$ cat src/hdl/mrwf_pkg.sv
package mrwf_pkg;

  localparam logic [7:0]  FUNC_WRITE_SINGLE = 8'h06;
  localparam logic [7:0]  FUNC_WRITE_MULTI  = 8'h10;
  localparam logic [15:0] CRC_INIT          = 16'hFFFF;
  localparam logic [15:0] CRC_POLY          = 16'hA001;
  localparam logic        OPCODE_SINGLE     = 1'b0;
  localparam logic        REG_SLAVE_ADDRESS = 1'b0;

  localparam int QUEUE_DEPTH = 2;
  localparam int QUEUE_PTR_W = $clog2(QUEUE_DEPTH);
  localparam int QUEUE_CNT_W = $clog2(QUEUE_DEPTH + 1);

  typedef enum logic [1:0] {
    JOB_SINGLE,
    JOB_FIRST,
    JOB_VALUE
  } job_kind_t;

  typedef struct packed {
    job_kind_t   kind;
    logic        last;
    logic [7:0]  slave;
    logic [15:0] addr;
    logic [6:0]  count;
    logic [15:0] value;
  } job_t;

  typedef struct packed {
    logic       in_frame;
    logic [6:0] values_left;
  } front_status_t;

  typedef enum logic [3:0] {
    STEP_SLAVE,
    STEP_FUNC,
    STEP_ADDR_H,
    STEP_ADDR_L,
    STEP_CNT_H,
    STEP_CNT_L,
    STEP_BYTES,
    STEP_VAL_H,
    STEP_VAL_L,
    STEP_CRC_L,
    STEP_CRC_H
  } step_t;

  function automatic logic [15:0] crc_byte(input logic [15:0] crc_in, input logic [7:0] b);
    logic [15:0] c;
    c = crc_in ^ {8'h00, b};
    for (int k = 0; k < 8; k++) begin
      if (c[0]) begin
        c = (c >> 1) ^ CRC_POLY;
      end else begin
        c = c >> 1;
      end
    end
    return c;
  endfunction

endpackage

$ cat src/hdl/mrwf_front.sv
module mrwf_front #(
  parameter int MAX_WRITE_REGS = 123
) (
  input  logic                   clk,
  input  logic                   rst,
  input  logic                   push,
  input  logic                   opcode,
  input  logic [15:0]            register_address,
  input  logic [6:0]             register_count,
  input  logic [15:0]            register_value,
  input  logic [7:0]             slave_address,
  output mrwf_pkg::job_t         job,
  output mrwf_pkg::front_status_t status
);
  import mrwf_pkg::*;

  localparam logic [6:0] MAX_CNT = 7'(MAX_WRITE_REGS);

  logic       in_frame;
  logic       in_frame_next;
  logic [6:0] values_left;
  logic [6:0] values_left_next;
  logic [6:0] cnt_sat;

  always_comb begin
    if (register_count == 7'd0) begin
      cnt_sat = 7'd1;
    end else if (register_count > MAX_CNT) begin
      cnt_sat = MAX_CNT;
    end else begin
      cnt_sat = register_count;
    end
  end

  // classify the request and track the open frame
  always_comb begin
    job.slave        = slave_address;
    job.addr         = register_address;
    job.count        = cnt_sat;
    job.value        = register_value;
    in_frame_next    = in_frame;
    values_left_next = values_left;
    if (in_frame) begin
      job.kind         = JOB_VALUE;
      job.last         = (values_left == 7'd1);
      values_left_next = values_left - 7'd1;
      in_frame_next    = (values_left != 7'd1);
    end else if (opcode == OPCODE_SINGLE) begin
      job.kind = JOB_SINGLE;
      job.last = 1'b1;
    end else begin
      job.kind         = JOB_FIRST;
      job.last         = (cnt_sat == 7'd1);
      values_left_next = cnt_sat - 7'd1;
      in_frame_next    = (cnt_sat != 7'd1);
    end
  end

  always_ff @(posedge clk) begin
    if (rst) begin
      in_frame    <= 1'b0;
      values_left <= 7'd0;
    end else if (push) begin
      in_frame    <= in_frame_next;
      values_left <= values_left_next;
    end
  end

  assign status.in_frame    = in_frame;
  assign status.values_left = values_left;

endmodule

$ cat src/hdl/mrwf_queue.sv
module mrwf_queue (
  input  logic                              clk,
  input  logic                              rst,
  input  logic                              push,
  input  mrwf_pkg::job_t                    push_job,
  input  logic                              pop,
  output mrwf_pkg::job_t                    head,
  output logic                              head_valid,
  output logic                              full,
  output logic [mrwf_pkg::QUEUE_CNT_W-1:0]  level
);
  import mrwf_pkg::*;

  job_t                   mem [QUEUE_DEPTH];
  logic [QUEUE_PTR_W-1:0] wr_ptr;
  logic [QUEUE_PTR_W-1:0] rd_ptr;
  logic [QUEUE_CNT_W-1:0] count;

  always_ff @(posedge clk) begin
    if (push) begin
      mem[wr_ptr] <= push_job;
    end
  end

  always_ff @(posedge clk) begin
    if (rst) begin
      wr_ptr <= '0;
      rd_ptr <= '0;
      count  <= '0;
    end else begin
      if (push) begin
        wr_ptr <= (wr_ptr == QUEUE_PTR_W'(QUEUE_DEPTH - 1)) ? '0 : wr_ptr + QUEUE_PTR_W'(1);
      end
      if (pop) begin
        rd_ptr <= (rd_ptr == QUEUE_PTR_W'(QUEUE_DEPTH - 1)) ? '0 : rd_ptr + QUEUE_PTR_W'(1);
      end
      if (push && !pop) begin
        count <= count + QUEUE_CNT_W'(1);
      end else if (pop && !push) begin
        count <= count - QUEUE_CNT_W'(1);
      end
    end
  end

  assign head       = mem[rd_ptr];
  assign head_valid = (count != '0);
  assign full       = (count == QUEUE_CNT_W'(QUEUE_DEPTH));
  assign level      = count;

endmodule

$ cat src/hdl/mrwf_back.sv
module mrwf_back (
  input  logic           clk,
  input  logic           rst,
  input  mrwf_pkg::job_t head,
  input  logic           head_valid,
  output logic           pop,
  input  logic           m_tready,
  output logic           m_tvalid,
  output logic [7:0]     m_tdata,
  output logic           m_tlast
);
  import mrwf_pkg::*;

  step_t       step;
  step_t       step_next;
  step_t       cur;
  logic        started;
  logic        started_next;
  logic [15:0] crc;
  logic [15:0] crc_next;
  logic        emit;
  logic        final_step;
  logic [7:0]  byte_out;
  logic        end_out;

  assign emit = head_valid && (!m_tvalid || m_tready);

  always_comb begin
    if (started) begin
      cur = step;
    end else if (head.kind == JOB_VALUE) begin
      cur = STEP_VAL_H;
    end else begin
      cur = STEP_SLAVE;
    end
  end

  // next state
  always_comb begin
    final_step   = (cur == STEP_CRC_H) || (cur == STEP_VAL_L && !head.last);
    step_next    = step;
    started_next = started;
    pop          = 1'b0;
    if (emit) begin
      if (final_step) begin
        pop          = 1'b1;
        started_next = 1'b0;
        step_next    = STEP_SLAVE;
      end else begin
        started_next = 1'b1;
        case (cur)
          STEP_SLAVE:  step_next = STEP_FUNC;
          STEP_FUNC:   step_next = STEP_ADDR_H;
          STEP_ADDR_H: step_next = STEP_ADDR_L;
          STEP_ADDR_L: step_next = (head.kind == JOB_SINGLE) ? STEP_VAL_H : STEP_CNT_H;
          STEP_CNT_H:  step_next = STEP_CNT_L;
          STEP_CNT_L:  step_next = STEP_BYTES;
          STEP_BYTES:  step_next = STEP_VAL_H;
          STEP_VAL_H:  step_next = STEP_VAL_L;
          STEP_VAL_L:  step_next = STEP_CRC_L;
          STEP_CRC_L:  step_next = STEP_CRC_H;
          default:     step_next = STEP_SLAVE;
        endcase
      end
    end
  end

  // outputs
  always_comb begin
    end_out = 1'b0;
    case (cur)
      STEP_SLAVE:  byte_out = head.slave;
      STEP_FUNC:   byte_out = (head.kind == JOB_SINGLE) ? FUNC_WRITE_SINGLE : FUNC_WRITE_MULTI;
      STEP_ADDR_H: byte_out = head.addr[15:8];
      STEP_ADDR_L: byte_out = head.addr[7:0];
      STEP_CNT_H:  byte_out = 8'h00;
      STEP_CNT_L:  byte_out = {1'b0, head.count};
      STEP_BYTES:  byte_out = {head.count, 1'b0};
      STEP_VAL_H:  byte_out = head.value[15:8];
      STEP_VAL_L:  byte_out = head.value[7:0];
      STEP_CRC_L:  byte_out = crc[7:0];
      STEP_CRC_H: begin
        byte_out = crc[15:8];
        end_out  = 1'b1;
      end
      default:     byte_out = 8'h00;
    endcase
  end

  always_comb begin
    crc_next = crc;
    if (emit) begin
      case (cur)
        STEP_SLAVE: crc_next = crc_byte(CRC_INIT, byte_out);
        STEP_CRC_L: crc_next = crc;
        STEP_CRC_H: crc_next = CRC_INIT;
        default:    crc_next = crc_byte(crc, byte_out);
      endcase
    end
  end

  always_ff @(posedge clk) begin
    if (rst) begin
      step     <= STEP_SLAVE;
      started  <= 1'b0;
      crc      <= CRC_INIT;
      m_tvalid <= 1'b0;
    end else begin
      step    <= step_next;
      started <= started_next;
      crc     <= crc_next;
      if (emit) begin
        m_tvalid <= 1'b1;
      end else if (m_tready) begin
        m_tvalid <= 1'b0;
      end
    end
  end

  always_ff @(posedge clk) begin
    if (emit) begin
      m_tdata <= byte_out;
      m_tlast <= end_out;
    end
  end

endmodule

$ cat src/hdl/modbus_rtu_write_request_framer_unit.sv
// channel   dir  handshake                  payload
// s_*       in   s_tvalid / s_tready        s_tdata: opcode, address, count, value
// m_*       out  m_tvalid / m_tready        m_tdata: frame byte, m_tlast: frame end
// apb       in   psel & penable & pwrite    slave_address at 0x0
//
// one byte per cycle leaves a single output register while jobs wait and m_tready is 1
// a request makes the byte sequencer emit 2 to 11 frame bytes: write single 8,
// first write-multiple request 9 (11 if it is also the last), later ones 2 (4 with crc)
// requests enter while the 2-entry job queue has room, also while bytes are stalled
// reset clears the queue, the frame tracking and the crc; slave_address returns to 1
module modbus_rtu_write_request_framer_unit #(
  parameter int MAX_WRITE_REGS = 123
) (
  input  logic        clk,
  input  logic        rst,
  input  logic        s_tvalid,
  output logic        s_tready,
  input  logic [39:0] s_tdata,  // opcode[0], register_address[16:1],
                                // register_count[23:17], register_value[39:24]
  output logic        m_tvalid,
  input  logic        m_tready,
  output logic [7:0]  m_tdata,  // frame_byte[7:0]
  output logic        m_tlast,
  input  logic        psel,
  input  logic        penable,
  input  logic        pwrite,
  input  logic [2:0]  paddr,
  input  logic [31:0] pwdata,
  output logic [31:0] prdata,
  output logic        pready
);
  import mrwf_pkg::*;

  logic                   push;
  logic                   pop;
  logic                   q_full;
  logic                   head_valid;
  logic [QUEUE_CNT_W-1:0] q_level;
  job_t                   push_job;
  job_t                   head;
  front_status_t          front_st;
  logic [7:0]             slave_address;

  assign pready = 1'b1;

  always_ff @(posedge clk) begin
    if (rst) begin
      slave_address <= 8'd1;
    end else if (psel && penable && pwrite && pready && paddr[2] == REG_SLAVE_ADDRESS) begin
      slave_address <= pwdata[7:0];
    end
  end

  assign prdata = (paddr[2] == REG_SLAVE_ADDRESS) ? {24'h000000, slave_address} : 32'h0;

  assign s_tready = !q_full;
  assign push     = s_tvalid && s_tready;

  mrwf_front #(
    .MAX_WRITE_REGS(MAX_WRITE_REGS)
  ) u_front (
    .clk              (clk),
    .rst              (rst),
    .push             (push),
    .opcode           (s_tdata[0]),
    .register_address (s_tdata[16:1]),
    .register_count   (s_tdata[23:17]),
    .register_value   (s_tdata[39:24]),
    .slave_address    (slave_address),
    .job              (push_job),
    .status           (front_st)
  );

  mrwf_queue u_queue (
    .clk        (clk),
    .rst        (rst),
    .push       (push),
    .push_job   (push_job),
    .pop        (pop),
    .head       (head),
    .head_valid (head_valid),
    .full       (q_full),
    .level      (q_level)
  );

  mrwf_back u_back (
    .clk        (clk),
    .rst        (rst),
    .head       (head),
    .head_valid (head_valid),
    .pop        (pop),
    .m_tready   (m_tready),
    .m_tvalid   (m_tvalid),
    .m_tdata    (m_tdata),
    .m_tlast    (m_tlast)
  );

  a_open_frame_has_values: assert property (@(posedge clk) disable iff (rst)
    front_st.in_frame == (front_st.values_left != 7'd0))
    else $error("frame tracking out of step");

  a_queue_level: assert property (@(posedge clk) disable iff (rst)
    q_level <= QUEUE_CNT_W'(QUEUE_DEPTH))
    else $error("job queue overfilled");

  a_pop_needs_job: assert property (@(posedge clk) disable iff (rst)
    pop |-> head_valid)
    else $error("pop from empty job queue");

  a_reset_quiet: assert property (@(posedge clk)
    $past(rst) |-> !m_tvalid)
    else $error("output valid right after reset");

endmodule
$ cat config.mk
export PLATFORM = sky130hd
export DESIGN_NAME = modbus_rtu_write_request_framer_unit
export DESIGN_NICKNAME = d
export VERILOG_FILES = /design/src/hdl/mrwf_pkg.sv /design/src/hdl/mrwf_front.sv /design/src/hdl/mrwf_queue.sv /design/src/hdl/mrwf_back.sv /design/src/hdl/modbus_rtu_write_request_framer_unit.sv
export SDC_FILE = /design/constraint.sdc
export NUM_CORES = 1
export LEC_CHECK = 0
export ABC_CLOCK_PERIOD_IN_PS = 3400
export BUFFER_PORTS_ARGS = -buffer_cell sky130_fd_sc_hd__buf_2
export CELL_PAD_IN_SITES_DETAIL_PLACEMENT = 0
export CELL_PAD_IN_SITES_GLOBAL_PLACEMENT = 1
export CORE_ASPECT_RATIO = 0.8
export CORE_MARGIN = 1
export CORE_UTILIZATION = 41
export DETAILED_ROUTE_END_ITERATION = 10
export PLACE_DENSITY_LB_ADDON = 0.1
export SLEW_MARGIN = 20
export SYNTH_ARGS = -nofsm -noshare
export SYNTH_HDL_FRONTEND = slang
export SYNTH_HIERARCHICAL = 1
export SYNTH_SLANG_ARGS = --single-unit
$ cat constraint.sdc
create_clock -name clk -period 3.4 [get_ports clk]
set_input_delay 0.34 -clock clk [delete_from_list [all_inputs] [get_ports clk]]
set_output_delay 0.34 -clock clk [all_outputs]
set_load 0.01 [all_outputs]
==> results of run 1 <==
[cell type report]
cell class	instances	area share
flip-flops and latches	152	0.462
well taps	258	0.0360
inverters	18	0.00754
clock inverters	14	0.0123
repair buffers	110	0.0771
multi-input cells	435	0.358
clock buffers	18	0.0479
[power by group through the flow]
stage	registers (uW)	clock network [uW]	logic, uW
after floorplan	2360	0	1060
after global placement	2400	0	1430
after detailed placement	2410	0	1450
after CTS	2370	1780	1460
after global routing	2390	1860	1610
final	2370	1730	1500
[how the worst max path moves through the flow]
| stage | to | slack, ps | cells after the start |
|---|---|---|---|
| floorplan | u_back/crc[15] | 250 | 12 |
| global placement | u_back/crc[15] | 120 | 11 |
| detailed placement | u_back/crc[0] | 140 | 13 |
| CTS | u_back/crc[0] | 110 | 13 |
| global route | u_back/crc[0] | -8 | 13 |
| finish | u_back/crc[0] | 150 | 13 |
[repair_timing]
action | CTS | global route
endpoints found under the setup margin | 0 | 2
buffers inserted | 0 | 1
resized for setup | 0 | 3
[per-stage QoR]
step	cells	total power, uW
after floorplan	708	3420
after global placement	972	3830
after detailed placement	972	3850
after CTS	1004	5600
after global routing	1005	5870
final	1005	5600
[cell usage in the layout (no fill, tap or decap), drive strengths merged, types with 7 or more instances in the layout]
master and n:
buf 110, edfxtp 109, nor2 56, mux2 56, dfxtp 43, mux2i 26, a21oi 26, nand2 26
conb 25, xnor2 25, o21ai 20, inv 18, clkbuf 18, nand2b 17, nor3 15, nand3 12
and2b 9, a211oi 9, clkinv 9, nor2b 7
[critical path, delay by kind of cell (launching register included)]
| family | cells | cell delay, ps |
|---|---|---|
| AND/OR/NAND/NOR | 2 | 330 |
| multiplexers | 1 | 350 |
| AO/OA/AOI/OAI | 3 | 620 |
| XOR/XNOR | 4 | 910 |
| flip-flops | 1 | 400 |
| buffers and inverters | 3 | 550 |
[sequential cells by signal (all words and copies together) (netlist names), named ones only]
name	flops
u_back/crc	16
u_front/in_frame	1
u_queue/wr_ptr	1
u_back/m_tdata	8
u_front/values_left	7
u_back/step	4
u_queue/rd_ptr	1
u_back/started	1
u_back/m_tvalid	1
u_queue/mem	100
u_queue/level	2
slave_address	8
u_back/m_tlast	1
[routing by layer]
metal	track usage	routed length [um]	vias to the layer above
met5	0	0	-
met4	0.0554	165	0
met3	0.0407	876	10
met2	0.278	7940	155
met1	0.281	9240	2497
li1	-	-	2506
==> reports/metrics.yaml, run 1 <==
dp_slack_ps: 137
seqPwrFrac: 0.423
clk_pin_slew_ps: 60
cts_sinks: 152
fin_util: 0.471
drv_slew: 0
hold_viol_final: 0
die_w_um: 158
htree_levels: 4
clk_latency_ps: 420
wirelength_um: 18200
coreArea_mm2: 0.0190
max_freq_mhz: 307
r2r-end: "u_back/crc[0]"
relSlewSlack: 0.454
syn_inst: 685
worstPathArrival_ps: 3590
fin_nets: 821
dp_hpwl_um: 13300
tritoncts: "done"
crit_top_cell: "buf_4"
root_buffer: "clkbuf_16"
r2r_slack_ps: 150
portBuffers: 74
drc: 0
crit_path_start_kind: "flop"
cp-end-kind: "flop"
max-vdd-ir-drop_mv: 0.331
finalSetupTns_ps: 0
gr-usage-all-layers: 0.190
grt_first_pass_wirelength_um: 28300
regArea_mm2: 0.00414
fp.dieH_um: 127
grt_antenna_before_repair: 0
switchingPower_uw: 1660
period_share: 0.957
holdBufCountCts: 0
status: "complete, no violations"
grt_pass1_vias: 5082
antenna_left: 0
synthToLayoutAreaGrowth_pct: 12.2
worstPathMaxFanout: 22
num_rows: 45
path_class: "reg2reg"
tightest_slew_ps: 816
critical_path_required_ps: 3740
drv_cap: 0
grt_max_degree: 51
setup_viol: 0
min_period_ps: 3250
fin_skew_ps: 10.0
pin_count: 126
power.internal_uw: 3930
hold_class: "in2reg"
power_density_mw_per_mm2: 625
cp_slowest_stage_delay_ps: 400
clkPwrFrac: 0.309
setup_slack_ps: 147
cts-buffers-inserted: 17
syn_area_mm2: 0.00799
drtIter0Drc: 403
cellLeakagePower_uw: 0.00336
whs_ps: 106
overflow: 0
drt-pass1-iter-count: 6
num_vias: 5168
netSwitchingFraction: 0.297
drive_gt1_frac: 0.301
postLayoutCellArea_mm2: 0.00896
gp_congestion: 0.847
ctsLongestPathBuffers: 2
dpl_cell_area_mm2: 0.00839
slowest_stage: "dfxtp_2"
hp-start: "s_tdata[31]"
syn_area_per_cell_um2: 11.7
multi_input_area_mm2: 0.00320
via_per_inst: 5.14
path_cells: "buf_12 > mux2_1 > nand2b_1 > buf_4 > o22ai_1 > a22oi_1 > nand3_1 > xor2_2 > xnor2_2 > xnor3_2 > buf_4 > xnor3_1 > a41oi_1"
pwr-share-comb: 0.267
fillerInstances: 1765
r2r_cells: 13
dieArea_mm2: 0.0200
n_antenna_cell: 0
start_util: 0.420
wl_per_cell_um: 18.1
yosysWarnings: 6
hold_end: "u_queue/mem[0][7]"
min_path_cells: 1
Power figures use the tool's default switching activity.
==> run 2, diff against run 1 <==
--- a/config.mk
+++ b/config.mk
@@ -11,11 +11,10 @@
 export CELL_PAD_IN_SITES_GLOBAL_PLACEMENT = 1
 export CORE_ASPECT_RATIO = 0.8
 export CORE_MARGIN = 1
-export CORE_UTILIZATION = 41
+export CORE_UTILIZATION = 40
 export DETAILED_ROUTE_END_ITERATION = 10
 export PLACE_DENSITY_LB_ADDON = 0.1
 export SLEW_MARGIN = 20
 export SYNTH_ARGS = -nofsm -noshare
 export SYNTH_HDL_FRONTEND = slang
-export SYNTH_HIERARCHICAL = 1
 export SYNTH_SLANG_ARGS = --single-unit
==> run 2 against run 1 <==
Against the previous run:
- sequential cell count unchanged
- wire length fell by 4.3%
- critical path depth is 4 lower
- total power shrank 1.3%
- non-clock buffer count down 15
- design area decreased by 5.7%
- critical path type unchanged
- highest routed layer unchanged
==> reports/metrics.yaml, run 2 <==
status: "complete, no violations"
synth-edff-count: 109
cellLeakagePower_uw: 0.00306
ys_ff_latch: 152
period_share: 0.901
num_rows: 43
drv_cap: 0
syn_area_per_cell_um2: 11.7
die_w_um: 154
ys.flop_type: "edfxtp_1"
fillerInstances: 1652
clk_latency_ps: 430
postLayoutCellArea_mm2: 0.00845
grt_antenna_before_repair: 0
yosysTopAreaCellShare: 0.445
portBuffers: 74
dieArea_mm2: 0.0189
dpl_cell_area_mm2: 0.00792
r2r-end: "u_back.crc[0]"
rsz0062_at_grt: "false"
via_per_inst: 5.25
dp_hpwl_um: 12800
synth_seq_area_share: 0.562
synthTopCellsByCount: "edfxtp_1 (109), nor2_1 (54), nand2_1 (53), dfxtp_1 (43), mux2i_1 (34)"
cts_sinks: 152
final_cell_mix: "edfxtp_1 (109), buf_2 (74), nand2_1 (53), nor2_1 (53), dfxtp_1 (42)"
htree_levels: 4
cts_resized: 0
yosysWarnings: 0
critical_path_required_ps: 3720
max_freq_mhz: 326
hold_viol_final: 0
setup_slack_ps: 336
post_cts_buffers: 0
setup_viol: 0
final_common_cell: "edfxtp_1"
r2r_slack_ps: 340
endpoint: "u_back.crc[0]"
tritoncts: "done"
dp_slack_ps: 380
finalSetupTns_ps: 0
overflow: 0
max-vdd-ir-drop_mv: 0.333
fin_nets: 799
ctsLongestPathBuffers: 2
yosys.area_share.simple: 0.150
gr-usage-all-layers: 0.197
largest-register: "u_queue.mem"
cp-end-kind: "flop"
worstPathMaxFanout: 15
yosysUniqueCellTypes: 75
min_period_ps: 3060
n_antenna_cell: 0
path_class: "reg2reg"
synth_top_family_by_area: "simple AND/OR/NAND/NOR gates"
drc: 0
wirelength_um: 17400
yosys.area_share.adder: 0.00851
syn_area_mm2: 0.00735
drv_slew: 0
cts-buffers-inserted: 17
synthToLayoutAreaGrowth_pct: 14.9
coreArea_mm2: 0.0176
num_vias: 4983
grt_max_degree: 40
grt_first_pass_wirelength_um: 27400
reg_top3: "u_queue.mem x100, u_back.crc x16"
fin_skew_ps: 10.2
clk_pin_slew_ps: 60
grt_pass1_vias: 4841
largest_register_ffs: 100
tightest_slew_ps: 771
hold_class: "in2reg"
drtIter0Drc: 329
post-synth-top-count-cell: "edfxtp_1"
antenna_left: 0
synthArstFlopShare: 0
synth-xor-area-share: 0.0544
power_density_mw_per_mm2: 654
syn_inst: 629
synth_compound_area_frac: 0.0965
holdBufCountCts: 0
pin_count: 126
whs_ps: 101
root_buffer: "clkbuf_16"
r2r_cells: 9
drt-pass1-iter-count: 5
drive_gt1_frac: 0.226
relSlewSlack: 0.485
start_util: 0.417
r2r_start: "u_back.step[2]"
fp.dieH_um: 123
muxShareOfSynthArea: 0.0728
yosysTopAreaCell: "edfxtp_1"
wl_per_cell_um: 18.3
worstPathArrival_ps: 3380
gp_congestion: 0.838
synth_area_leaders: "edfxtp_1 (45%), dfxtp_1 (12%), mux2i_1 (4.6%)"
crit_path_start_kind: "flop"
fin_util: 0.479
startpoint: "u_back.step[2]"
==> run 2: cells by family (layout without fill, tap and decap cells) <==
family / after synthesis / count (layout)
AO/OA/AOI/OAI: 105 / 105
XOR/XNOR: 39 / 39
adder cells (fa/ha/maj): 5 / 5
buffers and inverters: 66 / 139
flip-flops: 152 / 152
multiplexers: 50 / 50
other: 2 / 25
AND/OR/NAND/NOR: 210 / 210
==> run 2: stage by stage <==
stage / instances / power [uW]
2_1_floorplan: 652 / 3470
3_3_place_gp: 918 / 3860
3_5_place_dp: 918 / 3870
4_1_cts: 950 / 5570
5_1_grt: 950 / 5800
6_report: 950 / 5520
==> run 2: worst min-delay path by stage <==
stage                          start            endpoint  slack [ps]  cells past startpoint
CTS                      s_tdata[15]  u_queue.mem[1][37]          80                      1
finish                    s_tdata[5]  u_queue.mem[1][27]         100                      1
detailed placement  slave_address[3]  u_queue.mem[1][42]         480                      0
global route              s_tdata[5]  u_queue.mem[1][27]          80                      1
floorplan           u_front.in_frame  u_queue.mem[0][49]         420                      0
global placement    slave_address[6]  u_queue.mem[0][45]         470                      0
==> run 2: critical path, stage by stage (launching register included) <==
cell     delay [ps]
dfxtp_1         610
and3b_1         370
nand2_1         320
o22ai_1         130
nor2_1          240
nand4_2         220
xnor2_2         320
xnor3_2         510
xnor2_1         170
a21oi_1          80
==> run 2: metal layers <==
| layer | track usage | vias up | wire length, um |
|---|---|---|---|
| met2 | 0.296 | 158 | 7570 |
| li1 | - | 2433 | - |
| met3 | 0.0445 | 17 | 911 |
| met5 | 0 | - | 0 |
| met1 | 0.280 | 2375 | 8710 |
| met4 | 0.0663 | 0 | 238 |
==> run 2: layout make-up <==
class	instances	area [um2]	share of cell area
inverters	12	47.5	0.00563
multi-input cells	434	2920	0.345
clock buffers	18	429	0.0508
repair buffers	95	541	0.0640
well taps	225	282	0.0333
clock inverters	14	100	0.0118
flip-flops and latches	152	4140	0.489
==> run 2: power breakdown <==
| part | internal, uW | switching (uW) |
|---|---|---|
| Combinational | 638 | 825 |
| Sequential | 2240 | 137 |
| Clock | 932 | 749 |
==> run 3, diff against run 2 <==
--- a/config.mk
+++ b/config.mk
@@ -7,7 +7,7 @@
 export LEC_CHECK = 0
 export ABC_CLOCK_PERIOD_IN_PS = 3400
 export BUFFER_PORTS_ARGS = -buffer_cell sky130_fd_sc_hd__buf_2
-export CELL_PAD_IN_SITES_DETAIL_PLACEMENT = 0
+export CELL_PAD_IN_SITES_DETAIL_PLACEMENT = 1
 export CELL_PAD_IN_SITES_GLOBAL_PLACEMENT = 1
 export CORE_ASPECT_RATIO = 0.8
 export CORE_MARGIN = 1
==> run 3 against run 2 <==
Against the previous run:
- worst hold slack improved by 1.9 ps
- critical path depth did not move
- register-to-register slack got worse by 70 ps
- sequential share of layout area shrank 0.61 points
- clock power grew 22%
- global-route usage grew 1.5 points
- core utilization rose by 0.60 points
- via count rose by 1.4%
- clock skew is 2.2 ps lower
- total power rose by 7.1%
- setup slack lost 71 ps
- largest cell class unchanged
- highest routed layer unchanged
==> reports/metrics.yaml, run 3 (synthesized netlist as in run 2, its figures left out) <==
status: "complete, no violations"
fin_nets: 799
coreArea_mm2: 0.0176
critical_path_required_ps: 3710
drv_slew: 0
final_common_cell: "edfxtp_1"
grt_antenna_before_repair: 0
tritoncts: "done"
drt-pass1-iter-count: 4
fp.dieH_um: 123
largest-register: "u_queue.mem"
holdBufCountCts: 0
drive_gt1_frac: 0.225
dp_hpwl_um: 13600
switchingPower_uw: 1740
ctsLongestPathBuffers: 2
start_util: 0.417
clkPwrFrac: 0.346
relSlewSlack: 0.490
grt_max_degree: 40
grt_first_pass_wirelength_um: 29700
top_layer: "met4"
gr-usage-all-layers: 0.212
tightest_slew_ps: 764
r2r_start: "u_back.step[2]"
n_antenna_cell: 0
r2r_slack_ps: 270
max_freq_mhz: 319
num_rows: 43
cts_resized: 0
dp.cells: 918
gp_congestion: 0.838
drv_cap: 0
reg_top3: "u_queue.mem x100, u_back.crc x16"
antenna_left: 0
cts-buffers-inserted: 17
power_uw: 5920
cellLeakagePower_uw: 0.00311
path_class: "reg2reg"
fin_cells: 950
root_buffer: "clkbuf_16"
min_period_ps: 3130
r2r-end: "u_back.crc[15]"
num_vias: 5052
period_share: 0.922
cts_sinks: 152
crit_path_start_kind: "flop"
worstPathArrival_ps: 3440
clk_latency_ps: 420
dieArea_mm2: 0.0189
overflow: 0
power_density_mw_per_mm2: 691
wl_met2_um: 8210
setup_viol: 0
wl_met3_um: 744
fillerInstances: 1921
wl_per_cell_um: 19.6
rsz0062_at_grt: "false"
pwr-share-comb: 0.251
die_w_um: 154
via_per_inst: 5.32
grt_pass1_vias: 5215
htree_levels: 4
fin_skew_ps: 7.91
wirelength_um: 18600
max-vdd-ir-drop_mv: 0.268
pin_count: 126
endpoint: "u_back.crc[15]"
clk_pin_slew_ps: 60
startpoint: "u_back.step[2]"
largest_register_ffs: 100
synthToLayoutAreaGrowth_pct: 16.3
wl_met1_um: 9360
hold_class: "in2reg"
cp-end-kind: "flop"
final_cell_mix: "edfxtp_1 (109), buf_2 (74), nand2_1 (53), nor2_1 (53), dfxtp_1 (42)"
seqPwrFrac: 0.403
fin_util: 0.485
hold_viol_final: 0
post_cts_buffers: 0
power.internal_uw: 4180
worstPathMaxFanout: 15
drtIter0Drc: 241
portBuffers: 74
netSwitchingFraction: 0.293
finalSetupTns_ps: 0
r2r_cells: 9
drc: 0
run 3: power by group through the flow:
| stage | clock, uW | combinational, uW | sequential, uW |
|---|---|---|---|
| 2_1_floorplan | 0 | 1080 | 2380 |
| 3_3_place_gp | 0 | 1450 | 2410 |
| 3_5_place_dp | 0 | 1470 | 2420 |
| 4_1_cts | 2090 | 1490 | 2390 |
| 5_1_grt | 2160 | 1620 | 2410 |
| 6_report | 2050 | 1480 | 2390 |
run 3: cell type report:
| class | instances | area, um2 | area share |
|---|---|---|---|
| Timing Repair Buffer | 95 | 541 | 0.0632 |
| Clock buffer | 19 | 433 | 0.0506 |
| Inverter | 12 | 47.5 | 0.00556 |
| Sequential cell | 152 | 4140 | 0.483 |
| Clock inverter | 13 | 203 | 0.0237 |
| Tap cell | 225 | 282 | 0.0329 |
| Multi-Input combinational cell | 434 | 2920 | 0.341 |
run 3: how the worst min path moves through the flow:
stage                           from            endpoint  slack, ps  cells after the start
finish                   s_tdata[34]  u_queue.mem[0][10]        100                      1
global route             s_tdata[34]  u_queue.mem[0][10]        100                      1
CTS                      s_tdata[34]  u_queue.mem[0][10]         90                      1
detailed placement  slave_address[5]  u_queue.mem[1][44]        480                      0
global placement    slave_address[6]  u_queue.mem[0][45]        470                      0
floorplan           u_front.in_frame  u_queue.mem[0][49]        420                      0
run 3: critical path, cell delays in order, from the launching register on:
cell     delay (ps)
dfxtp_1         630
or3b_1          470
nor2_2          150
nor2_8          200
o21ai_1         100
or4_4           570
xnor2_2         220
xnor3_2         400
xnor2_1         190
a21oi_1          90
run 3: routing by layer:
metal  vias up  GRT usage
li1       2419          -
met1      2497      0.295
met2       114      0.328
met3        22     0.0375
met4         0     0.0831
met5         -          0
run 3: through the flow:
step	hold slack (ps)	setup slack, ps	cell area, um2
after global placement	466	374	7920
after global routing	96.1	115	8560
after floorplan	424	115	7440
final	103	265	8560
after CTS	90.3	296	8560
after detailed placement	475	309	7920
